===== config.mk =====
export PLATFORM = sky130hd
export DESIGN_NAME = cron_next_match_search_flat
export DESIGN_NICKNAME = d
export VERILOG_FILES = /design/src/hw/rtl/cnm_pkg.sv /design/src/hw/rtl/cnm_stream_if.sv /design/src/hw/rtl/cnm_cal_step.sv /design/src/hw/rtl/cnm_time_unit.sv /design/src/hw/rtl/cron_next_match_search.sv /design/src/flat_wrapper.sv
export SDC_FILE = /design/constraint.sdc
export NUM_CORES = 1
export LEC_CHECK = 0
export BUFFER_PORTS_ARGS = -buffer_cell sky130_fd_sc_hd__buf_2
export CAP_MARGIN = 5
export CORE_MARGIN = 2
export CORE_UTILIZATION = 55
export CTS_CLUSTER_DIAMETER = 100
export DETAILED_ROUTE_END_ITERATION = 12
export PLACE_DENSITY_LB_ADDON = 0.12
export SYNTH_ARGS = -nofsm -noshare
export SYNTH_HDL_FRONTEND = slang
export SYNTH_SLANG_ARGS = --single-unit

===== constraint.sdc =====
create_clock -name clk -period 14.4 [get_ports clk]
set_input_delay 2.16 -clock clk [delete_from_list [all_inputs] [get_ports clk]]
set_output_delay 2.16 -clock clk [all_outputs]
set_load 0.05 [all_outputs]

===== src/hw/rtl/cnm_pkg.sv =====
`timescale 1ns / 1ps

package cnm_pkg;

	// Datapath widths
	localparam int TIME_W     = 42;  // signed seconds, room for the search window and a backward first step
	localparam int DELTA_W    = 23;  // signed seconds moved by one search step
	localparam int YEAR_W     = 13;  // full year plus the carries of a long search
	localparam int CFG_IDX_W  = 3;
	localparam int CFG_DATA_W = 60;

	localparam int SECS_PER_DAY  = 86400;
	localparam int SECS_PER_HOUR = 3600;
	localparam int SECS_PER_MIN  = 60;

	localparam logic signed [DELTA_W-1:0] DAY_SECS_S  = DELTA_W'(SECS_PER_DAY);
	localparam logic signed [DELTA_W-1:0] HOUR_SECS_S = DELTA_W'(SECS_PER_HOUR);
	localparam logic signed [DELTA_W-1:0] MIN_SECS_S  = DELTA_W'(SECS_PER_MIN);

	// Reciprocal of 25 for the century test, exact for every 13-bit year
	localparam int RECIP_25       = 5243;
	localparam int RECIP_25_SHIFT = 17;

	// Calendar codes
	localparam logic [3:0] MONTHS_PER_YEAR = 4'd12;
	localparam logic [3:0] MON_FEB = 4'd1;
	localparam logic [3:0] MON_APR = 4'd3;
	localparam logic [3:0] MON_JUN = 4'd5;
	localparam logic [3:0] MON_SEP = 4'd8;
	localparam logic [3:0] MON_NOV = 4'd10;
	localparam logic [5:0] HOURS_PER_DAY = 6'd24;
	localparam logic [5:0] LAST_MINUTE   = 6'd59;
	localparam logic [2:0] DAYS_PER_WEEK = 3'd7;

	// Configuration register indexes
	localparam logic [CFG_IDX_W-1:0] REG_MINUTE_MASK    = 3'd0;
	localparam logic [CFG_IDX_W-1:0] REG_HOUR_MASK      = 3'd1;
	localparam logic [CFG_IDX_W-1:0] REG_MONTH_DAY_MASK = 3'd2;
	localparam logic [CFG_IDX_W-1:0] REG_WEEKDAY_MASK   = 3'd3;
	localparam logic [CFG_IDX_W-1:0] REG_MONTH_MASK     = 3'd4;

	localparam logic [59:0] MINUTE_MASK_RST    = 60'hFFF_FFFF_FFFF_FFFF;
	localparam logic [23:0] HOUR_MASK_RST      = 24'hFF_FFFF;
	localparam logic [31:0] MONTH_DAY_MASK_RST = 32'hFFFF_FFFE;
	localparam logic [6:0]  WEEKDAY_MASK_RST   = 7'h7F;
	localparam logic [11:0] MONTH_MASK_RST     = 12'hFFF;

	typedef struct packed {
		logic [39:0] start_time;
		logic [11:0] start_year;
		logic [3:0]  start_month;
		logic [4:0]  start_mday;
		logic [2:0]  start_wday;
		logic [4:0]  start_hour;
		logic [5:0]  start_minute;
		logic [5:0]  start_second;
	} cnm_in_t;

	typedef struct packed {
		logic        found;
		logic [39:0] next_time;
		logic [11:0] next_year;
		logic [3:0]  next_month;
		logic [4:0]  next_mday;
		logic [2:0]  next_wday;
		logic [4:0]  next_hour;
		logic [5:0]  next_minute;
	} cnm_out_t;

	typedef struct packed {
		logic [59:0] minute_mask;
		logic [23:0] hour_mask;
		logic [31:0] month_day_mask;
		logic [6:0]  weekday_mask;
		logic [11:0] month_mask;
	} masks_t;

	typedef struct packed {
		logic [YEAR_W-1:0] year;
		logic              leap;
		logic [3:0]        mon;
		logic [4:0]        mday;
		logic [2:0]        wday;
		logic [4:0]        hour;
		logic [5:0]        minute;
	} cal_t;

	typedef enum logic [2:0] {
		STEP_MATCH,
		STEP_MONTH,
		STEP_DAY,
		STEP_HOUR,
		STEP_MINUTE
	} step_kind_t;

	typedef struct packed {
		step_kind_t                  kind;
		logic signed [DELTA_W-1:0]   delta;
	} step_t;

	// Gregorian leap test: divisible by 4, and centuries only when divisible by 400
	function automatic logic is_leap(input logic [YEAR_W-1:0] y);
		logic [26:0]       prod;
		logic [YEAR_W-1:0] q;
		logic [YEAR_W-1:0] r;
		prod = 27'(y) * 27'(RECIP_25);
		q = YEAR_W'(prod >> RECIP_25_SHIFT);
		r = y - YEAR_W'(q * YEAR_W'(25));
		return (y[1:0] == 2'd0) && ((r != '0) || (y[3:0] == 4'd0));
	endfunction

	// Days in a month; codes past December count as 31-day months
	function automatic logic [4:0] month_len(input logic [3:0] mon, input logic leap);
		logic [4:0] len;
		case (mon)
			MON_FEB: len = leap ? 5'd29 : 5'd28;
			MON_APR, MON_JUN, MON_SEP, MON_NOV: len = 5'd30;
			default: len = 5'd31;
		endcase
		return len;
	endfunction

	// Remainder by 7 for values below 49
	function automatic logic [2:0] mod7(input logic [5:0] v);
		logic [5:0] r;
		r = v;
		for (int i = 0; i < 6; i++) begin
			if (r >= 6'(DAYS_PER_WEEK)) begin
				r = r - 6'(DAYS_PER_WEEK);
			end
		end
		return r[2:0];
	endfunction

endpackage


===== src/hw/rtl/cnm_stream_if.sv =====
`timescale 1ns / 1ps

interface cnm_stream_if #(parameter type payload_t = logic);
	logic     valid;
	logic     ready;
	payload_t payload;

	modport source(output valid, output payload, input ready);
	modport sink(input valid, input payload, output ready);
endinterface


===== src/hw/rtl/cnm_cal_step.sv =====
`timescale 1ns / 1ps

module cnm_cal_step (
	input  cnm_pkg::cal_t   cal,
	input  cnm_pkg::masks_t masks,
	output cnm_pkg::step_t  step,
	output cnm_pkg::cal_t   nxt
);

	localparam int DW = cnm_pkg::DELTA_W;
	localparam int YW = cnm_pkg::YEAR_W;

	logic [15:0] mon_vec;
	logic [31:0] hour_vec;
	logic [63:0] min_vec;
	logic [7:0]  wday_vec;
	logic        mon_hit, day_hit, hour_hit, min_hit;
	logic [4:0]  mlen;
	logic [6:0]  days_u;
	logic signed [DW-1:0] day_part, hour_part, min_part;
	logic        min_roll, do_hour, do_day, do_month;
	logic [5:0]  hour_inc, mday_inc, min_inc;
	logic [4:0]  mon_inc;
	logic        hour_roll, mday_roll, year_roll;
	logic        leap_next;
	cnm_pkg::step_kind_t  kind;
	logic signed [DW-1:0] delta;

	// Widen masks so out-of-range field values read as misses
	assign mon_vec  = {4'b0, masks.month_mask};
	assign hour_vec = {8'b0, masks.hour_mask};
	assign min_vec  = {4'b0, masks.minute_mask};
	assign wday_vec = {1'b0, masks.weekday_mask};

	assign mon_hit  = mon_vec[cal.mon];
	assign day_hit  = masks.month_day_mask[cal.mday] && wday_vec[cal.wday];
	assign hour_hit = hour_vec[cal.hour];
	assign min_hit  = min_vec[cal.minute];

	assign mlen      = cnm_pkg::month_len(cal.mon, cal.leap);
	assign leap_next = cnm_pkg::is_leap(cal.year + YW'(1));

	// Pick the coarsest failing field
	always_comb begin
		if (!mon_hit) begin
			kind = cnm_pkg::STEP_MONTH;
		end else if (!day_hit) begin
			kind = cnm_pkg::STEP_DAY;
		end else if (!hour_hit) begin
			kind = cnm_pkg::STEP_HOUR;
		end else if (!min_hit) begin
			kind = cnm_pkg::STEP_MINUTE;
		end else begin
			kind = cnm_pkg::STEP_MATCH;
		end
	end

	assign min_roll = cal.minute >= cnm_pkg::LAST_MINUTE;

	// Seconds to the start of the next month, day or hour
	assign days_u    = {2'b0, mlen} - {2'b0, cal.mday} + 7'd1;
	assign day_part  = DW'($signed(days_u)) * cnm_pkg::DAY_SECS_S;
	assign hour_part = $signed(DW'(cal.hour)) * cnm_pkg::HOUR_SECS_S;
	assign min_part  = $signed(DW'(cal.minute)) * cnm_pkg::MIN_SECS_S;

	always_comb begin
		case (kind)
			cnm_pkg::STEP_MONTH:  delta = day_part - hour_part - min_part;
			cnm_pkg::STEP_DAY:    delta = cnm_pkg::DAY_SECS_S - hour_part - min_part;
			cnm_pkg::STEP_HOUR:   delta = cnm_pkg::HOUR_SECS_S - min_part;
			cnm_pkg::STEP_MINUTE: delta = min_roll ? cnm_pkg::HOUR_SECS_S - min_part
			                                       : cnm_pkg::MIN_SECS_S;
			default:              delta = '0;
		endcase
	end

	assign step = {kind, delta};

	// Carry chain from minute up to year
	assign min_inc   = cal.minute + 6'd1;
	assign hour_inc  = {1'b0, cal.hour} + 6'd1;
	assign mday_inc  = {1'b0, cal.mday} + 6'd1;
	assign mon_inc   = {1'b0, cal.mon} + 5'd1;
	assign hour_roll = hour_inc >= cnm_pkg::HOURS_PER_DAY;
	assign mday_roll = mday_inc > {1'b0, mlen};
	assign year_roll = mon_inc >= {1'b0, cnm_pkg::MONTHS_PER_YEAR};

	assign do_hour  = (kind == cnm_pkg::STEP_HOUR) ||
	                  ((kind == cnm_pkg::STEP_MINUTE) && min_roll);
	assign do_day   = (kind == cnm_pkg::STEP_DAY) || (do_hour && hour_roll);
	assign do_month = (kind == cnm_pkg::STEP_MONTH) || (do_day && mday_roll);

	always_comb begin
		nxt = cal;
		if ((kind == cnm_pkg::STEP_MINUTE) && !min_roll) begin
			nxt.minute = min_inc;
		end
		if (do_hour) begin
			nxt.minute = '0;
			nxt.hour   = hour_inc[4:0];
		end
		if (do_day) begin
			nxt.minute = '0;
			nxt.hour   = '0;
			nxt.mday   = mday_inc[4:0];
			nxt.wday   = cnm_pkg::mod7({3'b0, cal.wday} + 6'd1);
		end
		if (do_month) begin
			nxt.minute = '0;
			nxt.hour   = '0;
			nxt.mday   = 5'd1;
			nxt.wday   = cnm_pkg::mod7({3'b0, cal.wday} + {1'b0, mlen} + 6'd8
			                           - {1'b0, cal.mday});
			if (year_roll) begin
				nxt.mon  = '0;
				nxt.year = cal.year + YW'(1);
				nxt.leap = leap_next;
			end else begin
				nxt.mon = mon_inc[3:0];
			end
		end
	end

endmodule


===== src/hw/rtl/cnm_time_unit.sv =====
`timescale 1ns / 1ps

module cnm_time_unit #(
	parameter logic signed [cnm_pkg::TIME_W-1:0] SPAN = '0
) (
	input  logic                                 clk,
	input  logic                                 load,
	input  logic [39:0]                          load_time,
	input  logic [5:0]                           load_sec,
	input  logic                                 advance,
	input  logic signed [cnm_pkg::DELTA_W-1:0]   delta,
	output logic [39:0]                          cur_time,
	output logic                                 expired
);

	localparam int TW = cnm_pkg::TIME_W;

	logic signed [TW-1:0] t_q;
	logic signed [TW-1:0] limit_q;

	// Load the truncated start and the search limit, then accumulate step deltas
	always_ff @(posedge clk) begin
		if (load) begin
			t_q     <= $signed(TW'(load_time)) - $signed(TW'(load_sec));
			limit_q <= $signed(TW'(load_time)) + SPAN;
		end else if (advance) begin
			t_q <= t_q + TW'(delta);
		end
	end

	assign expired  = !(t_q < limit_q);
	assign cur_time = t_q[39:0];

endmodule


===== src/hw/rtl/cron_next_match_search.sv =====
`timescale 1ns / 1ps

// Channel   Dir  Payload                                  Transfer
// query     in   start time, calendar fields of start     valid & ready
// result    out  found, matching time and calendar fields valid & ready
// cfg_*     in   mask register write                      cfg_wr_en
//
// Each step moves the calendar and time; the result loads once the search ends
// with the output register free, and the next query can transfer after that.
// With an empty minute mask every minute of a matching day is a step: 1440 a day,
// about 5.3 million over the 366 * SEARCH_YEARS day window.
// Reset restores the default masks and empties the output register.
// Query is ready only while idle; a finished search holds until the output frees.

module cron_next_match_search #(
	parameter int SEARCH_YEARS = 10
) (
	input  logic                               clk,
	input  logic                               arst_n,
	input  logic                               cfg_wr_en,
	input  logic [cnm_pkg::CFG_IDX_W-1:0]      cfg_index,
	input  logic [cnm_pkg::CFG_DATA_W-1:0]     cfg_wdata,
	cnm_stream_if.sink                         query,
	cnm_stream_if.source                       result
);

	localparam int TW = cnm_pkg::TIME_W;
	localparam int YW = cnm_pkg::YEAR_W;
	localparam logic signed [TW-1:0] LIMIT_SPAN =
		TW'(366 * cnm_pkg::SECS_PER_DAY * SEARCH_YEARS);

	typedef enum logic {
		ST_IDLE,
		ST_SEARCH
	} state_t;

	state_t            state_q;
	cnm_pkg::masks_t   masks_q;
	cnm_pkg::cal_t     cal_q;
	cnm_pkg::cal_t     cal_nxt;
	cnm_pkg::step_t    step;
	cnm_pkg::cnm_out_t out_q;
	logic              out_valid_q;
	logic              in_xfer, out_xfer, out_free;
	logic              finish, advance, expired;
	logic [39:0]       cur_time;

	assign query.ready    = (state_q == ST_IDLE);
	assign in_xfer        = query.valid && query.ready;
	assign result.valid   = out_valid_q;
	assign result.payload = out_q;
	assign out_xfer       = out_valid_q && result.ready;
	assign out_free       = !out_valid_q || result.ready;

	assign finish  = expired || (step.kind == cnm_pkg::STEP_MATCH);
	assign advance = (state_q == ST_SEARCH) && !finish;

	// Mask registers
	always_ff @(posedge clk or negedge arst_n) begin
		if (!arst_n) begin
			masks_q.minute_mask    <= cnm_pkg::MINUTE_MASK_RST;
			masks_q.hour_mask      <= cnm_pkg::HOUR_MASK_RST;
			masks_q.month_day_mask <= cnm_pkg::MONTH_DAY_MASK_RST;
			masks_q.weekday_mask   <= cnm_pkg::WEEKDAY_MASK_RST;
			masks_q.month_mask     <= cnm_pkg::MONTH_MASK_RST;
		end else if (cfg_wr_en) begin
			case (cfg_index)
				cnm_pkg::REG_MINUTE_MASK:    masks_q.minute_mask    <= cfg_wdata[59:0];
				cnm_pkg::REG_HOUR_MASK:      masks_q.hour_mask      <= cfg_wdata[23:0];
				cnm_pkg::REG_MONTH_DAY_MASK: masks_q.month_day_mask <= cfg_wdata[31:0];
				cnm_pkg::REG_WEEKDAY_MASK:   masks_q.weekday_mask   <= cfg_wdata[6:0];
				cnm_pkg::REG_MONTH_MASK:     masks_q.month_mask     <= cfg_wdata[11:0];
				default: ;
			endcase
		end
	end

	// Calendar position of the search
	always_ff @(posedge clk) begin
		if (in_xfer) begin
			cal_q.year   <= YW'(query.payload.start_year);
			cal_q.leap   <= cnm_pkg::is_leap(YW'(query.payload.start_year));
			cal_q.mon    <= query.payload.start_month;
			cal_q.mday   <= query.payload.start_mday;
			cal_q.wday   <= query.payload.start_wday;
			cal_q.hour   <= query.payload.start_hour;
			cal_q.minute <= query.payload.start_minute;
		end else if (advance) begin
			cal_q <= cal_nxt;
		end
	end

	cnm_cal_step u_step (
		.cal   (cal_q),
		.masks (masks_q),
		.step  (step),
		.nxt   (cal_nxt)
	);

	cnm_time_unit #(
		.SPAN (LIMIT_SPAN)
	) u_time (
		.clk       (clk),
		.load      (in_xfer),
		.load_time (query.payload.start_time),
		.load_sec  (query.payload.start_second),
		.advance   (advance),
		.delta     (step.delta),
		.cur_time  (cur_time),
		.expired   (expired)
	);

	// Sequencer and output register
	always_ff @(posedge clk or negedge arst_n) begin
		if (!arst_n) begin
			state_q     <= ST_IDLE;
			out_valid_q <= 1'b0;
			out_q       <= '0;
		end else begin
			case (state_q)
				ST_IDLE: begin
					if (out_xfer) begin
						out_valid_q <= 1'b0;
					end
					if (in_xfer) begin
						state_q <= ST_SEARCH;
					end
				end
				ST_SEARCH: begin
					if (finish && out_free) begin
						out_valid_q <= 1'b1;
						state_q     <= ST_IDLE;
						if (expired) begin
							out_q <= '0;
						end else begin
							out_q.found       <= 1'b1;
							out_q.next_time   <= cur_time;
							out_q.next_year   <= cal_q.year[11:0];
							out_q.next_month  <= cal_q.mon;
							out_q.next_mday   <= cal_q.mday;
							out_q.next_wday   <= cal_q.wday;
							out_q.next_hour   <= cal_q.hour;
							out_q.next_minute <= cal_q.minute;
						end
					end else if (out_xfer) begin
						out_valid_q <= 1'b0;
					end
				end
				default: begin
					state_q <= ST_IDLE;
				end
			endcase
		end
	end

`ifndef SYNTHESIS
	a_busy_after_query: assert property (@(posedge clk) disable iff (!arst_n)
		in_xfer |=> !query.ready)
		else $error("query taken while a search was starting");

	a_miss_is_zero: assert property (@(posedge clk) disable iff (!arst_n)
		(out_valid_q && !out_q.found) |-> (out_q.next_time == '0 && out_q.next_year == '0 &&
		 out_q.next_month == '0 && out_q.next_mday == '0 && out_q.next_wday == '0 &&
		 out_q.next_hour == '0 && out_q.next_minute == '0))
		else $error("miss result carries nonzero fields");

	a_result_from_search: assert property (@(posedge clk) disable iff (!arst_n)
		$rose(out_valid_q) |-> $past(state_q == ST_SEARCH))
		else $error("result loaded outside a search");

	a_hold_when_blocked: assert property (@(posedge clk) disable iff (!arst_n)
		(state_q == ST_SEARCH && finish && !out_free) |=> $stable(cal_q))
		else $error("calendar moved while result was blocked");

	a_step_in_range: assert property (@(posedge clk) disable iff (!arst_n)
		advance |=> (cal_q.mon < cnm_pkg::MONTHS_PER_YEAR && 6'(cal_q.hour) < cnm_pkg::HOURS_PER_DAY
		 && cal_q.minute <= cnm_pkg::LAST_MINUTE && cal_q.wday < cnm_pkg::DAYS_PER_WEEK))
		else $error("search step left a field out of range");
`endif

endmodule


===== src/flat_wrapper.sv =====
// flat-port wrapper written by rule: the top's interface ports become plain ports
module cron_next_match_search_flat 
#(
	parameter int SEARCH_YEARS = 10
)
  (clk, arst_n, cfg_wr_en, cfg_index, cfg_wdata, query_valid, query_payload, query_ready, result_valid, result_payload, result_ready);
  cnm_stream_if #(.payload_t(cnm_pkg::cnm_in_t)) query_i ();
  cnm_stream_if #(.payload_t(cnm_pkg::cnm_out_t)) result_i ();
  input  logic clk;
  input  logic arst_n;
  input  logic cfg_wr_en;
  input  logic [cnm_pkg::CFG_IDX_W-1:0] cfg_index;
  input  logic [cnm_pkg::CFG_DATA_W-1:0] cfg_wdata;
  input wire logic [$bits(query_i.valid)-1:0] query_valid;
  input wire logic [$bits(query_i.payload)-1:0] query_payload;
  output wire logic [$bits(query_i.ready)-1:0] query_ready;
  output wire logic [$bits(result_i.valid)-1:0] result_valid;
  output wire logic [$bits(result_i.payload)-1:0] result_payload;
  input wire logic [$bits(result_i.ready)-1:0] result_ready;
  assign query_i.valid = query_valid;
  assign query_i.payload = query_payload;
  assign query_ready = query_i.ready;
  assign result_valid = result_i.valid;
  assign result_payload = result_i.payload;
  assign result_i.ready = result_ready;
  cron_next_match_search #(.SEARCH_YEARS(SEARCH_YEARS)) u_core (.clk(clk), .arst_n(arst_n), .cfg_wr_en(cfg_wr_en), .cfg_index(cfg_index), .cfg_wdata(cfg_wdata), .query(query_i), .result(result_i));
endmodule

==> results of run 1 <==
registers in the layout, indices dropped and copies added (netlist names):
| name | count |
|---|---|
| u_core.cal_q | 37 |
| u_core.masks_q | 135 |
| u_core.result.payload | 76 |
| u_core.result.valid | 1 |
| u_core.state_q | 1 |
| u_core.u_time.limit_q | 41 |
| u_core.u_time.t_q | 42 |
worst register-to-register path, delay by kind of cell, from the launching register on:
kind            cells  cell delay, ns
fa+ha+maj          10            3.50
flops               1            0.57
buf+inv             3            0.18
xor+xnor            4            0.60
simple gates       10            2.10
compound gates     17            4.17
cell usage in the layout (no fill, tap or decap), types with 80 or more instances in the layout:
cell / count
a21oi_1: 151
ha_1: 472
inv_1: 452
xor2_1: 80
fa_1: 157
buf_2: 225
dfstp_2: 134
o21ai_0: 130
nand2_1: 166
mux2_2: 145
nor2_1: 137
edfxtp_1: 119
xnor2_1: 148
a21o_1: 89
layer usage:
layer | vias up | global-route usage, %
met5 | - | 0
met4 | 8 | 8.91
met3 | 137 | 4.10
met2 | 515 | 46.5
met1 | 12215 | 35.2
li1 | 11736 | -
worst max path at each step:
stage	startpoint	to
6_report	u_core.cal_q[19]	u_core.u_time.t_q[41]
5_1_grt	u_core.cal_q[19]	u_core.u_time.t_q[38]
4_1_cts	u_core.cal_q[19]	u_core.u_time.t_q[41]
3_5_place_dp	u_core.cal_q[19]	u_core.u_time.t_q[41]
3_3_place_gp	u_core.cal_q[19]	u_core.u_time.t_q[40]
2_1_floorplan	u_core.cal_q[19]	u_core.u_time.t_q[40]
per-stage QoR:
| stage | utilization [%] | cell area [um2] | hold WS (ns) | std cells | worst slack [ns] |
|---|---|---|---|---|---|
| floorplan | - | 32700 | 0.451 | 3230 | 4.10 |
| global placement | 58.8 | 34600 | 0.472 | 4160 | 3.47 |
| detailed placement | 58.8 | 34600 | 0.480 | 4160 | 3.17 |
| CTS | 60.9 | 35900 | 0.498 | 4231 | 3.12 |
| global route | 60.9 | 35900 | 0.508 | 4241 | 2.25 |
| finish | 60.9 | 35900 | 0.496 | 4242 | 3.05 |
area by class of cell:
cell class | count | area, um2 | share of cell area, %
Multi-Input combinational cell | 2350 | 21600 | 60.1
Sequential cell | 333 | 9090 | 25.3
Inverter | 455 | 1710 | 4.77
Timing Repair Buffer | 249 | 1310 | 3.66
Clock buffer | 60 | 1130 | 3.14
Tap cell | 773 | 967 | 2.70
Clock inverter | 11 | 83.8 | 0.234
Antenna cell | 11 | 27.5 | 0.0767
cell families after synthesis:
group / Yosys count / share of synthesized area [%]
flops: 333 / 27.8
xor+xnor: 231 / 6.26
fa+ha+maj: 629 / 27.7
mux: 205 / 8.38
simple gates: 611 / 9.30
compound gates: 674 / 14.1
buf+inv: 547 / 6.40
==> impl_metrics.env, run 1 <==
export IMPL_routed_top_layer="met5"
export IMPL_die_h_um=248
export IMPL_critPathMaxFanout=20
export IMPL_die_area_um2=61400
export IMPL_antenna_found_initial=13
export IMPL_die_width_um=248
export IMPL_fin_skew_ns=0.0257
export IMPL_crit_family="compound AO/OA/AOI/OAI gates"
export IMPL_fin_nets=4206
export IMPL_rr_endpoint="u_core.u_time.t_q[41]"
export IMPL_n_fill_cell=4962
export IMPL_root_buffer="clkbuf_16"
export IMPL_postCtsSetupBuffers=0
export IMPL_synth_top_area_cell="ha_1"
export IMPL_grt_overflow=0
export IMPL_tritoncts="built"
export IMPL_r2r_slack_ns=3.05
export IMPL_clk_insertion_delay_late_ns=0.57
export IMPL_htreeDepth=2
export IMPL_area_growth_synth_to_final_pct=9.83
export IMPL_synthArstFlopShare_pct=64.0
export IMPL_slew_viol_final=0
export IMPL_synth_edf_count=119
export IMPL_cts_clk_slew_worst_paths_ns=0.06
export IMPL_wl_um=82900
export IMPL_worst_setup_path_type="reg -> reg"
export IMPL_vias=24611
export IMPL_max_slew_margin_pct=25.5
export IMPL_syn_mean_instance_area_um2=10.1
export IMPL_wl_met3_um=3620
export IMPL_portBuffers=226
export IMPL_drc=0
export IMPL_period_share_pct=78.8
export IMPL_cp_start_kind="register"
export IMPL_hold_class="reg -> reg"
export IMPL_cts_sinks=333
export IMPL_cts_buffers=39
export IMPL_ys_ff_latch=333
export IMPL_cp_slowest_stage_delay_ns=0.78
export IMPL_maxCapViolations=0
export IMPL_viasPerCell=5.80
export IMPL_synth_top_area_share_pct=18.1
export IMPL_hpwl_um=65600
export IMPL_syn_inst=3230
export IMPL_coreArea_um2=58900
export IMPL_post_cts_resize_count=0
export IMPL_synth_commonest_cells="ha_1, inv_1, nand2_1"
export IMPL_grtUsageTotal_pct=27.2
export IMPL_avgRoutedWirePerCell_um=19.6
export IMPL_first_iter_violations=1260
export IMPL_crit_slowest_cell="o21ai_2"
export IMPL_min_to="u_core.result.payload[43]"
export IMPL_max_freq_ghz=0.0881
export IMPL_status="finished clean"
export IMPL_place_congestion=0.916
export IMPL_syn_cell_area_um2=32700
export IMPL_cts_hold_buffers=0
export IMPL_required_ns=14.72
export IMPL_grt_max_degree=97
export IMPL_cp_arrival_ns=11.67
export IMPL_yosys_top_cells_area="ha_1, edfxtp_1, dfstp_2, fa_1, dfrtp_1"
export IMPL_fin_crit_ns=11.35
export IMPL_initial_core_util_pct=55.5
export IMPL_yosysMostFrequentCell="ha_1"
export IMPL_ys_warn_count=0
export IMPL_endpoint_kind="register"
export IMPL_yosysUniqueCellTypes=98
export IMPL_drive_gt1_share_pct=19.5
export IMPL_grt_pass1_vias=25103
export IMPL_tightest_slew_ns=1.11
export IMPL_wl_met1_um=35800
export IMPL_seq_area_frac_synth_pct=27.8
export IMPL_ant_nets=0
export IMPL_setup_tns_ns=0
export IMPL_io_pins=227
export IMPL_met2WireLength_um=41000
export IMPL_synth_fp_nets=4008
export IMPL_r2r_start="u_core.cal_q[19]"
export IMPL_setup_viol=0
export IMPL_grt_pass1_wl_um=132000
export IMPL_min_from="u_core.result.payload[43]"
export IMPL_cts_buffer_depth=3
export IMPL_r2r_cells=44
export IMPL_critPathMostFrequentCell="ha_1"
export IMPL_whs_path_depth=1
export IMPL_critical_path_buf_inv_count=3
export IMPL_finalHoldViolCount=0
export IMPL_rows=89
export IMPL_crit_cells=44
export IMPL_first_pass_iters=7
export IMPL_synth_ff_type="dfstp_2"
export IMPL_rsz0062_at_grt="no"
Power of run 1 is left out: the tool's default activity adds up to more than one toggle a clock period on the data nets, which glitch-free logic cannot reach.
==> inputs of run 2 (changes only) <==
Clock period 14.4 ns to 11.75 ns, I/O delays scaled along.
==> run 2 against run 1 <==
Final cell count about the same. Fmax increased by 5.1%. Utilization increased by 0.22 points. Cell area increased by 0.36%. Clock-buffer cell count decreased by 1. Sequential share of layout area decreased by 0.090 points. Setup slack got worse by 2.1 ns. Global-route usage about the same. First-iteration DRC count decreased by 1.3%.
==> impl_metrics.env, run 2 (synthesis gave the netlist of run 1 again) <==
export IMPL_initial_core_util_pct=55.5
export IMPL_area_growth_synth_to_final_pct=10.2
export IMPL_antenna_found_initial=8
export IMPL_setup_viol=0
export IMPL_clk_insertion_delay_late_ns=0.57
export IMPL_layout_common_cells="ha_1, inv_1, buf_2, nand2_1, fa_1"
export IMPL_min_to="u_core.cal_q[36]"
export IMPL_die_area_um2=61400
export IMPL_postLayoutCellArea_um2=36000
export IMPL_hold_class="reg -> reg"
export IMPL_grt_overflow=0
export IMPL_vias=24408
export IMPL_placed_area_um2=34700
export IMPL_fin_crit_ns=10.80
export IMPL_rows=89
export IMPL_place_congestion=0.940
export IMPL_die_width_um=248
export IMPL_setup_tns_ns=0
export IMPL_root_buffer="clkbuf_16"
export IMPL_whs_path_depth=2
export IMPL_first_iter_violations=1243
export IMPL_crit_start="u_core.cal_q[20]"
export IMPL_avgRoutedWirePerCell_um=19.5
export IMPL_drive_gt1_share_pct=19.8
export IMPL_io_pins=227
export IMPL_cts_buffer_depth=3
export IMPL_max_freq_ghz=0.0926
export IMPL_n_fill_cell=4913
export IMPL_drc=0
export IMPL_cts_hold_buffers=0
export IMPL_fin_skew_ns=0.0270
export IMPL_first_pass_iters=7
export IMPL_min_from="u_core.cal_q[36]"
export IMPL_critPathMaxFanout=9
export IMPL_required_ns=12.01
export IMPL_slew_viol_final=0
export IMPL_grt_max_degree=95
export IMPL_finalHoldViolCount=0
export IMPL_critPathMostFrequentCell="ha_1"
export IMPL_grt_pass1_wl_um=132000
export IMPL_r2r_slack_ns=0.95
export IMPL_crit_family="compound AO/OA/AOI/OAI gates"
export IMPL_r2r_cells=47
export IMPL_wl_um=82800
export IMPL_hpwl_um=66000
export IMPL_status="finished clean"
export IMPL_grtUsageTotal_pct=27.2
export IMPL_period_share_pct=91.9
export IMPL_grt_pass1_vias=24755
export IMPL_rsz0062_at_grt="no"
export IMPL_cp_arrival_ns=11.06
export IMPL_r2r_start="u_core.cal_q[20]"
export IMPL_final_common_cell="ha_1"
export IMPL_largest_register="u_core.masks_q"
export IMPL_max_slew_margin_pct=24.5
export IMPL_die_h_um=248
export IMPL_fin_nets=4215
export IMPL_regArea_um2=9090
export IMPL_maxCapViolations=0
export IMPL_cts_sinks=333
export IMPL_ant_nets=0
export IMPL_cts_buffers=40
export IMPL_endpoint_kind="register"
export IMPL_critical_path_buf_inv_count=5
export IMPL_cp_slowest_stage_delay_ns=0.53
export IMPL_htreeDepth=2
export IMPL_multi_input_area_um2=21600
export IMPL_largest_reg_flops=135
export IMPL_crit_slowest_cell="edfxtp_1"
export IMPL_viasPerCell=5.75
export IMPL_worst_setup_path_type="reg -> reg"
export IMPL_portBuffers=226
export IMPL_cp_start_kind="register"
export IMPL_final_core_util_pct=61.1
export IMPL_tritoncts="built"
export IMPL_coreArea_um2=58900
export IMPL_tightest_slew_ns=1.13
export IMPL_cts_clk_slew_worst_paths_ns=0.06
export IMPL_rr_endpoint="u_core.u_time.t_q[38]"
==> run 2: cell count changes in the layout (fill, tap and decap cells not counted), sizes merged <==
cell	previous run	this run
clkbuf	60	59
buf	249	257
clkinv	11	10
bufinv	0	1
diode	11	4
inv	455	457
==> run 2: cell type report <==
cell class	instances	area share, %
well taps	773	2.69
diodes	4	0.0278
repair buffers	257	3.81
clock inverters	13	0.323
clock buffers	59	3.23
inverters	455	4.75
multi-input cells	2350	59.9
flip-flops and latches	333	25.2
==> run 2: layer usage <==
layer / global-route usage, % / share of wire [%] / routed length [um] / vias up
li1: - / - / - / 11767
met1: 35.7 / 44 / 36200 / 12032
met2: 46.8 / 49 / 40800 / 484
met3: 4.01 / 4.4 / 3600 / 117
met4: 7.38 / 2.6 / 2140 / 8
met5: 0 / 0.058 / 48 / -
==> run 2: timing repair <==
action / in CTS / in global routing
gates resized for setup: 0 / 2
setup endpoints to repair: 0 / 2
setup buffers: 0 / 4
==> run 2: worst max-delay path by stage <==
stage | slack [ns] | to | cells after the start
5_1_grt | 0.07 | u_core.u_time.t_q[38] | 47
6_report | 0.95 | u_core.u_time.t_q[38] | 47
2_1_floorplan | 1.45 | u_core.u_time.t_q[40] | 46
3_3_place_gp | 1.16 | u_core.u_time.t_q[41] | 45
3_5_place_dp | 0.87 | u_core.u_time.t_q[41] | 45
4_1_cts | 0.81 | u_core.u_time.t_q[41] | 45
==> run 2: worst reg2reg max path: cells and delay by family, from the launching register on <==
kind / cells / cell delay [ns]
AOI/OAI and AO/OA: 23 / 4.38
DFF: 1 / 0.53
and+or+nand+nor: 5 / 1.43
xor gates and xnor gates: 4 / 0.63
adders and majority gates: 10 / 3.17
buffers and inverters: 5 / 0.35
==> run 2: stage by stage <==
stage                     hold WS (ns)  worst slack, ns  instances
after CTS                        0.484            0.812       4236
final                            0.482            0.953       4244
after floorplan                  0.451             1.45       3230
after global placement           0.473             1.16       4164
after detailed placement         0.475            0.865       4164
after global routing             0.507           0.0723       4243
Power of run 2 is left out for the same reason.
